**src/rtl/core/priority_ready_queue_with_purge_defines.svh**
```systemverilog
// ----------------------------------------------------------------------------
// priority_ready_queue_with_purge_defines
// assertion macros shared by the ready queue modules
// ----------------------------------------------------------------------------
`ifndef PRIORITY_READY_QUEUE_WITH_PURGE_DEFINES_SVH
`define PRIORITY_READY_QUEUE_WITH_PURGE_DEFINES_SVH

// same-cycle implication
`define PRQ_ASSERT_NOW(label, clk, rst_n, ante, cons, msg) \
	label: assert property (@(posedge clk) disable iff (!rst_n) (ante) |-> (cons)) \
		else $error(msg);

// next-cycle implication
`define PRQ_ASSERT_NEXT(label, clk, rst_n, ante, cons, msg) \
	label: assert property (@(posedge clk) disable iff (!rst_n) (ante) |=> (cons)) \
		else $error(msg);

`endif

```
**src/rtl/core/prq_pkg.sv**
```systemverilog
// ----------------------------------------------------------------------------
// prq_pkg
// shared constants and types of the ready queue
// ----------------------------------------------------------------------------
package prq_pkg;

	localparam int QUEUE_DEPTH = 16;
	localparam int IDX_W       = (QUEUE_DEPTH > 1) ? $clog2(QUEUE_DEPTH) : 1;
	localparam int CNT_W       = $clog2(QUEUE_DEPTH + 1);
	localparam int TREE_LEAVES = 2 ** IDX_W;

	localparam int PID_W   = 16;
	localparam int PRIO_W  = 8;
	localparam int OP_W    = 2;
	localparam int STAT_W  = 2;
	localparam int TOTAL_W = 5;

	localparam logic [OP_W-1:0] OP_ENQ   = 2'd0;
	localparam logic [OP_W-1:0] OP_DEQ   = 2'd1;
	localparam logic [OP_W-1:0] OP_PURGE = 2'd2;

	localparam logic [STAT_W-1:0] ST_DONE = 2'd0;
	localparam logic [STAT_W-1:0] ST_MISS = 2'd1;
	localparam logic [STAT_W-1:0] ST_FULL = 2'd2;

	typedef struct packed {
		logic load;    // capture the accepted item
		logic search;  // register the selected slot
		logic commit;  // update the queue and load the result
	} prq_cmd_t;

endpackage

```
**src/rtl/core/priority_ready_queue_with_purge.sv**
```systemverilog
// ----------------------------------------------------------------------------
// priority_ready_queue_with_purge
// Bounded ready queue of (pid, priority) entries with enqueue, dequeue
// (head in fifo mode, else lowest priority value with the oldest winning a
// tie) and purge of the oldest matching pid; every operation returns one
// result with status, removed entry, entry total and empty flag. The
// search state registers the slot chosen by the minimum tree or the pid
// match encoder; the commit state applies the append or compacting shift
// and loads the result register. A new item is taken in the commit state,
// while the pending result is drained. The user must write fifo_mode through
// cfg_wr_en/cfg_wr_data while the queue is idle; it is not enforced.
// ----------------------------------------------------------------------------
module priority_ready_queue_with_purge import prq_pkg::*; (
	input  logic               clk,
	input  logic               arst_n,
	input  logic               cfg_wr_en,
	input  logic               cfg_wr_data,
	input  logic               in_valid,
	output logic               in_stall,
	input  logic [OP_W-1:0]    opcode,
	input  logic [PID_W-1:0]   item_pid,
	input  logic [PRIO_W-1:0]  item_priority,
	output logic               out_valid,
	input  logic               out_stall,
	output logic [STAT_W-1:0]  status,
	output logic [PID_W-1:0]   out_pid,
	output logic [PRIO_W-1:0]  out_priority,
	output logic [TOTAL_W-1:0] entry_total,
	output logic               is_empty
);

	prq_cmd_t cmd;

	prq_ctrl u_ctrl (
		.clk       (clk),
		.arst_n    (arst_n),
		.in_valid  (in_valid),
		.in_stall  (in_stall),
		.out_valid (out_valid),
		.out_stall (out_stall),
		.cmd       (cmd)
	);

	prq_dpath u_dpath (
		.clk           (clk),
		.arst_n        (arst_n),
		.cmd           (cmd),
		.cfg_wr_en     (cfg_wr_en),
		.cfg_wr_data   (cfg_wr_data),
		.opcode        (opcode),
		.item_pid      (item_pid),
		.item_priority (item_priority),
		.status        (status),
		.out_pid       (out_pid),
		.out_priority  (out_priority),
		.entry_total   (entry_total),
		.is_empty      (is_empty)
	);

endmodule

```
**src/rtl/core/prq_search.sv**
```systemverilog
// ----------------------------------------------------------------------------
// prq_search
// minimum-priority tree and first-pid-match encoder over the held slots
// ----------------------------------------------------------------------------
module prq_search import prq_pkg::*; (
	input  logic [PID_W-1:0]  slot_pid  [QUEUE_DEPTH],
	input  logic [PRIO_W-1:0] slot_prio [QUEUE_DEPTH],
	input  logic [CNT_W-1:0]  count,
	input  logic [PID_W-1:0]  key_pid,
	output logic [IDX_W-1:0]  min_idx,
	output logic [IDX_W-1:0]  match_idx,
	output logic              match_hit
);

	logic              node_ok   [2*TREE_LEAVES];
	logic [PRIO_W-1:0] node_prio [2*TREE_LEAVES];
	logic [IDX_W-1:0]  node_idx  [2*TREE_LEAVES];

	// heap-ordered tree, leaves at TREE_LEAVES + i; left (older) wins a tie
	always_comb begin
		for (int n = 0; n < 2*TREE_LEAVES; n++) begin
			node_ok[n]   = 1'b0;
			node_prio[n] = '0;
			node_idx[n]  = '0;
		end
		for (int i = 0; i < TREE_LEAVES; i++) begin
			if (i < QUEUE_DEPTH) begin
				node_ok[TREE_LEAVES+i]   = (CNT_W'(i) < count);
				node_prio[TREE_LEAVES+i] = slot_prio[i];
			end
			node_idx[TREE_LEAVES+i] = IDX_W'(i);
		end
		for (int n = TREE_LEAVES - 1; n >= 1; n--) begin
			if (node_ok[2*n+1] && (!node_ok[2*n] || node_prio[2*n+1] < node_prio[2*n])) begin
				node_ok[n]   = 1'b1;
				node_prio[n] = node_prio[2*n+1];
				node_idx[n]  = node_idx[2*n+1];
			end else begin
				node_ok[n]   = node_ok[2*n];
				node_prio[n] = node_prio[2*n];
				node_idx[n]  = node_idx[2*n];
			end
		end
	end

	assign min_idx = (TREE_LEAVES > 1) ? node_idx[1] : '0;

	always_comb begin
		match_hit = 1'b0;
		match_idx = '0;
		for (int i = QUEUE_DEPTH - 1; i >= 0; i--) begin
			if (CNT_W'(i) < count && slot_pid[i] == key_pid) begin
				match_hit = 1'b1;
				match_idx = IDX_W'(i);
			end
		end
	end

endmodule

```
**src/rtl/core/prq_dpath.sv**
```systemverilog
// ----------------------------------------------------------------------------
// prq_dpath
// slot registers, entry count, mode register and result registers
// ----------------------------------------------------------------------------
module prq_dpath import prq_pkg::*; (
	input  logic               clk,
	input  logic               arst_n,
	input  prq_cmd_t           cmd,
	input  logic               cfg_wr_en,
	input  logic               cfg_wr_data,
	input  logic [OP_W-1:0]    opcode,
	input  logic [PID_W-1:0]   item_pid,
	input  logic [PRIO_W-1:0]  item_priority,
	output logic [STAT_W-1:0]  status,
	output logic [PID_W-1:0]   out_pid,
	output logic [PRIO_W-1:0]  out_priority,
	output logic [TOTAL_W-1:0] entry_total,
	output logic               is_empty
);

	`include "priority_ready_queue_with_purge_defines.svh"

	logic [PID_W-1:0]   slot_pid_q  [QUEUE_DEPTH];
	logic [PRIO_W-1:0]  slot_prio_q [QUEUE_DEPTH];
	logic [CNT_W-1:0]   count_q;
	logic               fifo_mode_q;
	logic [OP_W-1:0]    op_q;
	logic [PID_W-1:0]   pid_q;
	logic [PRIO_W-1:0]  prio_q;
	logic [IDX_W-1:0]   sel_s1;
	logic               hit_s1;
	logic [STAT_W-1:0]  status_q;
	logic [PID_W-1:0]   rpid_q;
	logic [PRIO_W-1:0]  rprio_q;
	logic [TOTAL_W-1:0] total_q;
	logic               empty_q;

	logic [IDX_W-1:0]   min_idx;
	logic [IDX_W-1:0]   match_idx;
	logic               match_hit;
	logic               full;
	logic               do_enq;
	logic               do_remove;
	logic [CNT_W-1:0]   count_nxt;
	logic [STAT_W-1:0]  status_nxt;

	prq_search u_search (
		.slot_pid  (slot_pid_q),
		.slot_prio (slot_prio_q),
		.count     (count_q),
		.key_pid   (pid_q),
		.min_idx   (min_idx),
		.match_idx (match_idx),
		.match_hit (match_hit)
	);

	assign full      = (count_q == CNT_W'(QUEUE_DEPTH));
	assign do_enq    = (op_q == OP_ENQ) && !full;
	assign do_remove = (op_q == OP_DEQ || op_q == OP_PURGE) && hit_s1;

	always_comb begin
		count_nxt  = count_q;
		status_nxt = ST_DONE;
		case (op_q)
			OP_ENQ: begin
				if (full) status_nxt = ST_FULL;
				else      count_nxt  = count_q + CNT_W'(1);
			end
			OP_DEQ, OP_PURGE: begin
				if (hit_s1) count_nxt  = count_q - CNT_W'(1);
				else        status_nxt = ST_MISS;
			end
			default: begin
				count_nxt  = count_q;
				status_nxt = ST_DONE;
			end
		endcase
	end

	always_ff @(posedge clk or negedge arst_n) begin
		if (!arst_n) begin
			count_q     <= '0;
			fifo_mode_q <= 1'b0;
		end else begin
			if (cfg_wr_en) fifo_mode_q <= cfg_wr_data;
			if (cmd.commit) count_q <= count_nxt;
		end
	end

	// item capture, slot selection and result payload
	always_ff @(posedge clk) begin
		if (cmd.load) begin
			op_q   <= opcode;
			pid_q  <= item_pid;
			prio_q <= item_priority;
		end
		if (cmd.search) begin
			if (op_q == OP_DEQ) begin
				sel_s1 <= fifo_mode_q ? '0 : min_idx;
				hit_s1 <= (count_q != '0);
			end else begin
				sel_s1 <= match_idx;
				hit_s1 <= match_hit;
			end
		end
		if (cmd.commit) begin
			status_q <= status_nxt;
			rpid_q   <= do_remove ? slot_pid_q[sel_s1]  : '0;
			rprio_q  <= do_remove ? slot_prio_q[sel_s1] : '0;
			total_q  <= TOTAL_W'(count_nxt);
			empty_q  <= (count_nxt == '0);
		end
	end

	// append at the tail, or close the gap left by a removal
	always_ff @(posedge clk) begin
		if (cmd.commit) begin
			if (do_enq) begin
				slot_pid_q[count_q[IDX_W-1:0]]  <= pid_q;
				slot_prio_q[count_q[IDX_W-1:0]] <= prio_q;
			end else if (do_remove) begin
				for (int i = 0; i < QUEUE_DEPTH - 1; i++) begin
					if (IDX_W'(i) >= sel_s1) begin
						slot_pid_q[i]  <= slot_pid_q[i+1];
						slot_prio_q[i] <= slot_prio_q[i+1];
					end
				end
			end
		end
	end

	assign status       = status_q;
	assign out_pid      = rpid_q;
	assign out_priority = rprio_q;
	assign entry_total  = total_q;
	assign is_empty     = empty_q;

	`PRQ_ASSERT_NOW(a_count_bound, clk, arst_n, 1'b1, count_q <= CNT_W'(QUEUE_DEPTH),
		"entry count above queue depth")
	`PRQ_ASSERT_NOW(a_remove_in_range, clk, arst_n, cmd.commit && do_remove,
		CNT_W'(sel_s1) < count_q, "removal outside held entries")

endmodule

```
**src/rtl/core/prq_ctrl.sv**
```systemverilog
// ----------------------------------------------------------------------------
// prq_ctrl
// sequencer for accept, slot search and commit, and result valid
// ----------------------------------------------------------------------------
module prq_ctrl import prq_pkg::*; (
	input  logic     clk,
	input  logic     arst_n,
	input  logic     in_valid,
	output logic     in_stall,
	output logic     out_valid,
	input  logic     out_stall,
	output prq_cmd_t cmd
);

	`include "priority_ready_queue_with_purge_defines.svh"

	typedef enum logic [1:0] {
		S_IDLE,
		S_SEARCH,
		S_COMMIT
	} state_t;

	state_t state_q;
	logic   out_valid_q;
	logic   commit_go;
	logic   load;

	// result slot is free or being drained this cycle
	assign commit_go = (state_q == S_COMMIT) && (!out_valid_q || !out_stall);
	assign in_stall  = !((state_q == S_IDLE) || commit_go);
	assign load      = in_valid && !in_stall;

	assign cmd.load   = load;
	assign cmd.search = (state_q == S_SEARCH);
	assign cmd.commit = commit_go;

	always_ff @(posedge clk or negedge arst_n) begin
		if (!arst_n) begin
			state_q     <= S_IDLE;
			out_valid_q <= 1'b0;
		end else begin
			if (commit_go)       out_valid_q <= 1'b1;
			else if (!out_stall) out_valid_q <= 1'b0;
			case (state_q)
				S_IDLE: begin
					if (load) state_q <= S_SEARCH;
				end
				S_SEARCH: begin
					state_q <= S_COMMIT;
				end
				S_COMMIT: begin
					if (commit_go) state_q <= load ? S_SEARCH : S_IDLE;
				end
				default: begin
					state_q <= S_IDLE;
				end
			endcase
		end
	end

	assign out_valid = out_valid_q;

	`PRQ_ASSERT_NEXT(a_accept_to_search, clk, arst_n, load, state_q == S_SEARCH,
		"accepted transfer did not start a search")
	`PRQ_ASSERT_NEXT(a_search_to_commit, clk, arst_n, state_q == S_SEARCH,
		state_q == S_COMMIT, "search did not move to commit")
	`PRQ_ASSERT_NEXT(a_hold_blocked_commit, clk, arst_n,
		state_q == S_COMMIT && out_valid_q && out_stall,
		state_q == S_COMMIT && out_valid_q, "pending result overwritten")

endmodule
```
**config.mk**
```make
export PLATFORM = sky130hd
export DESIGN_NAME = priority_ready_queue_with_purge
export DESIGN_NICKNAME = d
export VERILOG_FILES = /design/src/rtl/core/prq_pkg.sv /design/src/rtl/core/priority_ready_queue_with_purge.sv /design/src/rtl/core/prq_search.sv /design/src/rtl/core/prq_dpath.sv /design/src/rtl/core/prq_ctrl.sv
export VERILOG_INCLUDE_DIRS = /design/src /design/src/rtl/core
export SDC_FILE = /design/constraint.sdc
export NUM_CORES = 1
export LEC_CHECK = 0
export ABC_AREA = 1
export BUFFER_PORTS_ARGS = -buffer_cell sky130_fd_sc_hd__clkbuf_2
export CAP_MARGIN = 10
export CORE_MARGIN = 2
export CORE_UTILIZATION = 51
export CTS_BUF_LIST = sky130_fd_sc_hd__clkbuf_4
export CTS_CLUSTER_SIZE = 24
export DETAILED_ROUTE_END_ITERATION = 10
export PLACE_DENSITY = 0.7
export SYNTH_ARGS = -nofsm -noshare
export SYNTH_HDL_FRONTEND = slang
export SYNTH_HIERARCHICAL = 1
export SYNTH_SLANG_ARGS = --single-unit
```
**constraint.sdc**
```tcl
create_clock -name clk -period 8.8 [get_ports clk]
set_clock_uncertainty 0.15 [all_clocks]
set_input_delay 0.44 -clock clk [delete_from_list [all_inputs] [get_ports clk]]
set_output_delay 0.44 -clock clk [all_outputs]
set_load 0.01 [all_outputs]
```
== Yosys cells after proc, flatten, opt, wreduce, memory -nomap -nowiden ==
Index checks and enable logic that the tools add are counted.

* Bits in registers: 456
* Bits of input ports: 32
* Output and inout bits: 34
* Logic and storage cells: 370

* Add/subtract/negate cells: 2
* Order comparisons: 49
* Eq/ne operators: 24
* Mux-type cells: 136
* Bitwise gates (word level): 2
* Reductions and logical operators: 111

{| class="wikitable"
|+ Operators with widths
! kind !! number
|-
| 240-bit two-way mux || 2
|-
| 16-bit two-way mux || 18
|-
| 256-bit bitwise mux || 1
|-
| 16-bit equality test || 16
|-
| 8-bit two-way mux || 32
|-
| 120-bit two-way mux || 2
|-
| 128-bit bitwise mux || 1
|-
| 8-bit < comparator || 15
|-
| 4-bit two-way mux || 25
|-
| 16-bit binary-select mux with 4-bit select || 1
|-
| 16-bit demux with 4-bit select || 1
|-
| 3-bit AND reduction || 15
|-
| 1-bit two-way mux || 43
|-
| 4-bit by 5-bit < comparator with 1-bit output (first input constant) || 8
|-
| 1-bit logical AND || 36
|-
| 8-bit binary-select mux with 4-bit select || 1
|-
| 8-bit demux with 4-bit select || 1
|-
| 2-bit nonzero test || 16
|-
| 4-bit greater-or-equal comparator (first input constant) || 7
|-
| 3-bit by 5-bit < comparator with 1-bit output (first input constant) || 4
|-
| 1-bit zero test || 19
|-
| 1-bit logical OR || 18
|-
| 3-bit by 4-bit greater-or-equal comparator with 1-bit output (first input constant) || 4
|-
| 5-bit greater-or-equal comparator (second input constant) || 2
|-
| other kinds (22) || 36
|}

== Longest topological paths before layout ==
* Depth after elaboration: 19
* Depth in mapped cells: 54
* Depth with buffers taken out: 51

== Hierarchy ==
The synthesis kept the hierarchy.

{| class="wikitable"
|+ Modules (own cells, without submodules)
! module !! times used !! cells an instance !! area each (um2) !! seq. area each (um2)
|-
| prq_dpath || 1 || 2550 || 23129.7 || 13573.0
|-
| prq_search || 1 || 1283 || 7325.8 || 0.0
|-
| prq_ctrl || 1 || 19 || 148.9 || 75.1
|}

== Worst setup path after synthesis ==
No wires, ideal clock.

* Path kind: register to register
* Start point: register u_dpath/slot_prio_q[101] (netlist name)
* End point: register u_dpath.sel_s1[0] (data pin)
* Setup time: 269 ps
* Arrival: 5530 ps
* Data required time: 8381 ps
* Setup slack: 2851 ps
* Cell stages (with the launch flop): 36
* Buffers on the path: 4
* Period minus slack after synthesis: 5949 ps
* Path through: edfxtp_1 > ha_1 > a21oi_1 > o21ai_1 > a211oi_2 > nand2_1 > clkbuf_1 > nor2_1 > a21oi_1 > ha_1 > a21oi_1 > nor2_1 > a2111oi_0 > nand2_2 > clkbuf_1 > o21ai_0 > ha_1 > a21oi_1 > o21bai_1 > a211oi_1 > nand2_1 > buf_2 > clkbuf_1 > nand2_1 > o21ai_0 > ha_1 > a21oi_1 > nor2_1 > a211oi_1 > nand2_1 > nand2_2 > nand2_2 > nand2_1 > nand2_1 > nand3_1 > o21ai_0

* Longest elaborated chain between the ends: 18
* Elaborated cells between the ends (all ways): 26
* Classes of those cells: 4 x order compare; 12 x mux; 10 x reduce/logical

{| class="wikitable"
|+ Ends and longest elaborated chain
! element !! RTL line !! RTL
|-
| start, declared || prq_dpath.sv:24 || <nowiki>logic [PRIO_W-1:0] slot_prio_q [QUEUE_DEPTH];</nowiki>
|-
| start signal, assigned by index || prq_dpath.sv:120 || <nowiki>slot_prio_q[count_q[IDX_W-1:0]] <= prio_q;</nowiki>
|-
| start signal, assigned by index || prq_dpath.sv:125 || <nowiki>slot_prio_q[i] <= slot_prio_q[i+1];</nowiki>
|-
| 8-bit < comparator || prq_search.sv:34 || <nowiki>if (node_ok[2*n+1] && (!node_ok[2*n] || node_prio[2*n+1] < node_prio[2*n])) begin</nowiki>
|-
| 1-bit logical OR || prq_search.sv:34 ||
|-
| 1-bit logical AND || prq_search.sv:34 ||
|-
| 8-bit two-way mux || prq_search.sv:34 ||
|-
| 8-bit < comparator || prq_search.sv:34 ||
|-
| 1-bit logical OR || prq_search.sv:34 ||
|-
| 1-bit logical AND || prq_search.sv:34 ||
|-
| 8-bit two-way mux / 1-bit two-way mux (equally long branches) || prq_search.sv:34 ||
|-
| [3 not listed] || -- ||
|-
| 8-bit two-way mux / 1-bit two-way mux (equally long branches) || prq_search.sv:34 ||
|-
| 8-bit < comparator / 1-bit zero test (equally long branches) || prq_search.sv:34 ||
|-
| 1-bit logical OR || prq_search.sv:34 ||
|-
| 1-bit logical AND || prq_search.sv:34 ||
|-
| 4-bit two-way mux * || prq_search.sv:34 ||
|-
| named net u_dpath.min_idx[0] || prq_dpath.sv:38 || <nowiki>logic [IDX_W-1:0] min_idx;</nowiki>
|-
| 4-bit two-way mux * || prq_dpath.sv:99 || <nowiki>sel_s1 <= fifo_mode_q ? '0 : min_idx;</nowiki>
|-
| 4-bit two-way mux * || prq_dpath.sv:98 || <nowiki>if (op_q == OP_DEQ) begin</nowiki>
|-
| end signal, assigned || prq_dpath.sv:99 ||
|-
| end signal, assigned || prq_dpath.sv:102 || <nowiki>sel_s1 <= match_idx;</nowiki>
|-
| end, declared || prq_dpath.sv:30 || <nowiki>logic [IDX_W-1:0] sel_s1;</nowiki>
|}

The timed path passes the listed nets; every way through them passes the cells marked *.
A chain may end at the register's enable or synchronous reset.

== Worst setup path after layout ==
* Start point: register u_dpath.count_q[3]
* End point: register u_dpath.sel_s1[1] (data pin)

* Longest elaborated chain between the ends: 19
* Elaborated cells between the ends (all ways): 137
* Classes of those cells: 23 x order compare; 53 x mux; 61 x reduce/logical

{| class="wikitable"
|+ Ends and longest elaborated chain
! element !! RTL line !! RTL
|-
| start, declared || prq_dpath.sv:25 || <nowiki>logic [CNT_W-1:0] count_q;</nowiki>
|-
| start signal, assigned || prq_dpath.sv:86 || <nowiki>if (cmd.commit) count_q <= count_nxt;</nowiki>
|-
| 4-bit by 5-bit < comparator with 1-bit output, or another cell as far along || prq_search.sv:28 || <nowiki>node_ok[TREE_LEAVES+i] = (CNT_W'(i) < count);</nowiki>
|-
| 1-bit zero test || prq_search.sv:34 ||
|-
| 1-bit logical OR || prq_search.sv:34 ||
|-
| 1-bit logical AND || prq_search.sv:34 ||
|-
| 8-bit two-way mux / 1-bit two-way mux (equally long branches) || prq_search.sv:34 ||
|-
| 8-bit < comparator / 1-bit zero test (equally long branches) || prq_search.sv:34 ||
|-
| 1-bit logical OR || prq_search.sv:34 ||
|-
| 1-bit logical AND || prq_search.sv:34 ||
|-
| [4 not listed] || -- ||
|-
| 8-bit two-way mux / 1-bit two-way mux (equally long branches) || prq_search.sv:34 ||
|-
| 8-bit < comparator / 1-bit zero test (equally long branches) || prq_search.sv:34 ||
|-
| 1-bit logical OR || prq_search.sv:34 ||
|-
| 1-bit logical AND || prq_search.sv:34 ||
|-
| 4-bit two-way mux * || prq_search.sv:34 ||
|-
| named net u_dpath.min_idx[1] || prq_dpath.sv:38 ||
|-
| 4-bit two-way mux * || prq_dpath.sv:99 ||
|-
| 4-bit two-way mux * || prq_dpath.sv:98 ||
|}

Marks and branches as above.

==> impl_metrics.tcl <==
set metrics [dict create \
    clock_sinks 456 \
    cts_tree "yes" \
    overflow 0 \
    status "finished, final reports clean" \
    worstPathMaxFanout 20 \
    drc_errors 0 \
    fin_crit_sh 0.8500 \
    ys.flop_type "edfxtp_1" \
    yosysWarnings 6 \
    switching_share 0.4166 \
    final_antenna_net_count 0 \
    async_flop_share 0.01974 \
    switchingPower_mw 3.152 \
    crit_end "u_dpath/sel_s1[1]$_DFFE_PP_" \
    dp_hpwl_mm 72.46 \
    worst_hold_slack_ns 0.1513 \
    syn_area_per_cell_um2 7.945 \
    dr_total_vias 29050 \
    synth_area_mm2 0.03060 \
    synth_top_area_share 0.4386 \
    die_x_um 249.0 \
    timing.fmax_mhz 133.7 \
    finish.utilization 0.5691 \
    clkPwrFrac 0.268 \
    grt_pass1_vias 26780 \
    synthCells 3852 \
    dr.pass1.iters 6 \
    irDropWorstVdd_v 0.0001554 \
    layout_min_cycle_time_ns 7.480 \
    crit_required_ns 9.36 \
    rsz0062_at_grt "no" \
    cp_slowest_stage_delay_ns 0.66 \
    synth_edf_count 447 \
    final_nets 4064 \
    grt_use_total 0.3367 \
    power_mw 7.566 \
    ys_seq_area_frac 0.4460 \
    dp.cells 4498 \
    p_leak_nw 13.76 \
    power_density_mw_per_mm2 224.8 \
    r2r_cells 32 \
    core_mm2 0.05913 \
    rows 89 \
    path_clk_slew_ns 0.06 \
    worst_path_most_repeated_cell "nand2_1" \
    syn_nets 3993 \
    num_io_pins 66 \
    drive_above_1_share 0.1086 \
    cts_buffers 134 \
    start_util 0.5176 \
    ys_ff_latch 456 \
    maxSlewViolCount 0 \
    synth_cell_type_count 55 \
    numPortBuffers 65 \
    antenna_found_initial 3 \
    internal_power_mw 4.414 \
    finalHoldViolCount 0 \
    gp_congestion 0.9619 \
    cp-end-kind "flip-flop" \
    maxCapViolations 0 \
    ff2ff_setup_slack_ns 1.32 \
    cp-start-kind "flip-flop" \
    cts.path.max_buffers 3 \
    hold_path_class "in -> reg" \
    worstPathArrival_ns 8.04 \
    maxSlewHeadroom 0.1929 \
    wl_mm 105.9 \
    synth.most_common_cell "nand2_1" \
    area_growth_pct 9.963 \
    wl_per_cell_um 22.09 \
    drt_iter0_drc 4113 \
    pwr-share-comb 0.383 \
    vias_per_cell 6.063 \
    fin_cells 4792 \
    r2r-end "u_dpath/sel_s1[1]$_DFFE_PP_" \
    worstSetupStartpoint "u_dpath/count_q[3]$_DFFE_PN0P_" \
    grt_pass1_wl_mm 159.7 \
    dieArea_mm2 0.06198 \
    worst_pin_slew_ns 1.209 \
    fillCellCount 5444 \
    synthTopCellsByArea "edfxtp_1 (44%), nand2_1 (12%), o21ai_0 (8.5%)" \
    insertion_delay_ns 1.01 \
    setup_viol 0 \
    yosys-top-cells-count "nand2_1 (951), o21ai_0 (520), edfxtp_1 (447)" \
    r2r-start "u_dpath/count_q[3]$_DFFE_PN0P_" \
    htree_levels 4 \
    tns_ns 0 \
    p_seq_frac 0.349 \
    grt_max_degree 228 \
    root_buffer "clkbuf_4" \
    die_h_um 249.0 \
    yosys.area.top_type "edfxtp_1" \
    worst-setup-path-type "reg -> reg" \
    cpMaxStageDelayCell "dfrtp_1" \
]
==> registers in the layout, indices dropped and copies added, names as in the netlist <==
name and flops:
u_ctrl/state_q 2, u_dpath/prio_q 8, u_ctrl/out_valid 1, u_dpath/count_q 5
u_dpath/fifo_mode_q 1, u_dpath/out_priority 8, u_dpath/out_pid 16, u_dpath/sel_s1 4
u_dpath/is_empty 1, u_dpath/hit_s1 1, u_dpath/slot_pid_q 256, u_dpath/pid_q 16
u_dpath/status 2, u_dpath/slot_prio_q 128, u_dpath/op_q 2, u_dpath/entry_total 5
==> repair_timing <==
action / 4_1_cts / 5_1_grt
hold endpoints to repair: 65 / 0
resized for setup: 0 / 0
setup buffers: 0 / 0
hold buffers: 62 / 0
==> stage by stage <==
stage | cell area [um^2] | worst slack, ns
final | 33650 | 1.320
after global routing | 33650 | 0.7185
after CTS | 33640 | 1.615
after detailed placement | 31390 | 1.682
after global placement | 31390 | 1.832
after floorplan | 30600 | 2.851
==> cell usage in the layout (no fill, tap or decap), types with 33 or more instances in the layout <==
| master | instances |
|---|---|
| o21ai_0 | 520 |
| or2_2 | 34 |
| o211ai_1 | 74 |
| clkbuf_4 | 192 |
| buf_4 | 63 |
| xor2_1 | 65 |
| nor2_1 | 195 |
| ha_1 | 109 |
| nand3_1 | 224 |
| a21oi_1 | 144 |
| inv_1 | 377 |
| clkbuf_2 | 65 |
| nor4_1 | 33 |
| edfxtp_1 | 447 |
| o22ai_1 | 56 |
| xnor2_1 | 60 |
| nand2_1 | 951 |
| o21ai_1 | 113 |
| dlygate4sd3_1 | 62 |
==> area by class of cell <==
type | instances | area (um^2) | share of cell area
multi-input combinational | 2744 | 14460 | 0.4297
timing repair buffer | 191 | 1439 | 0.04276
tap | 773 | 967.2 | 0.02874
antenna | 6 | 15.01 | 0.0004461
sequential | 456 | 13650 | 0.4055
inverter | 396 | 1494 | 0.04439
clock buffer | 192 | 1441 | 0.04283
clock inverter | 34 | 188.9 | 0.005614
==> power by group through the flow <==
stage | combinational [mW] | sequential (mW) | clock (mW)
after floorplan | 1.97 | 2.65 | 0
after global placement | 2.73 | 2.68 | 0
after detailed placement | 2.76 | 2.68 | 0
after CTS | 2.80 | 2.64 | 2.06
after global routing | 3.21 | 2.65 | 2.18
final | 2.90 | 2.64 | 2.03
==> worst max-delay path: cells and delay by family, from the launching register on <==
family          cells  cell delay [ns]
compound gates     12             2.94
simple gates       14             2.11
flops               1             0.66
fa+ha+maj           3             0.97
buf+inv             3             0.33
==> per-layer routing <==
layer / track usage / wire length, um / up-vias
met2: 0.5187 / 46910 / 1876
met4: 0.1216 / 3333 / 2
met5: 0 / 10 / -
li1: - / - / 13390
met1: 0.4624 / 42720 / 13560
met3: 0.08171 / 12890 / 227
==> cell families after synthesis <==
logic type                 after synthesis  share of synthesized area
buffers and inverters                  652                    0.08659
xor gates and xnor gates               125                    0.03577
DFF                                    456                     0.4460
and+or+nand+nor                       1524                     0.2087
AOI/OAI and AO/OA                      986                     0.1784
adders and majority gates              109                    0.04456
==> worst min-delay path by stage <==
stage / from / to / depth (start not counted) / slack (ns)
after floorplan: arst_n / u_ctrl/out_valid$_DFFE_PN0P_ / 0 / -0.006
after global placement: arst_n / u_ctrl/state_q[1]$_DFFE_PN0P_ / 1 / 0.19
after detailed placement: arst_n / u_ctrl/state_q[0]$_DFFE_PN0P_ / 1 / 0.19
after CTS: out_stall / u_ctrl/out_valid$_DFFE_PN0P_ / 4 / 0.07
after global routing: out_stall / u_ctrl/out_valid$_DFFE_PN0P_ / 4 / 0.11
final: out_stall / u_ctrl/out_valid$_DFFE_PN0P_ / 4 / 0.15
Power figures use the tool's default switching activity.
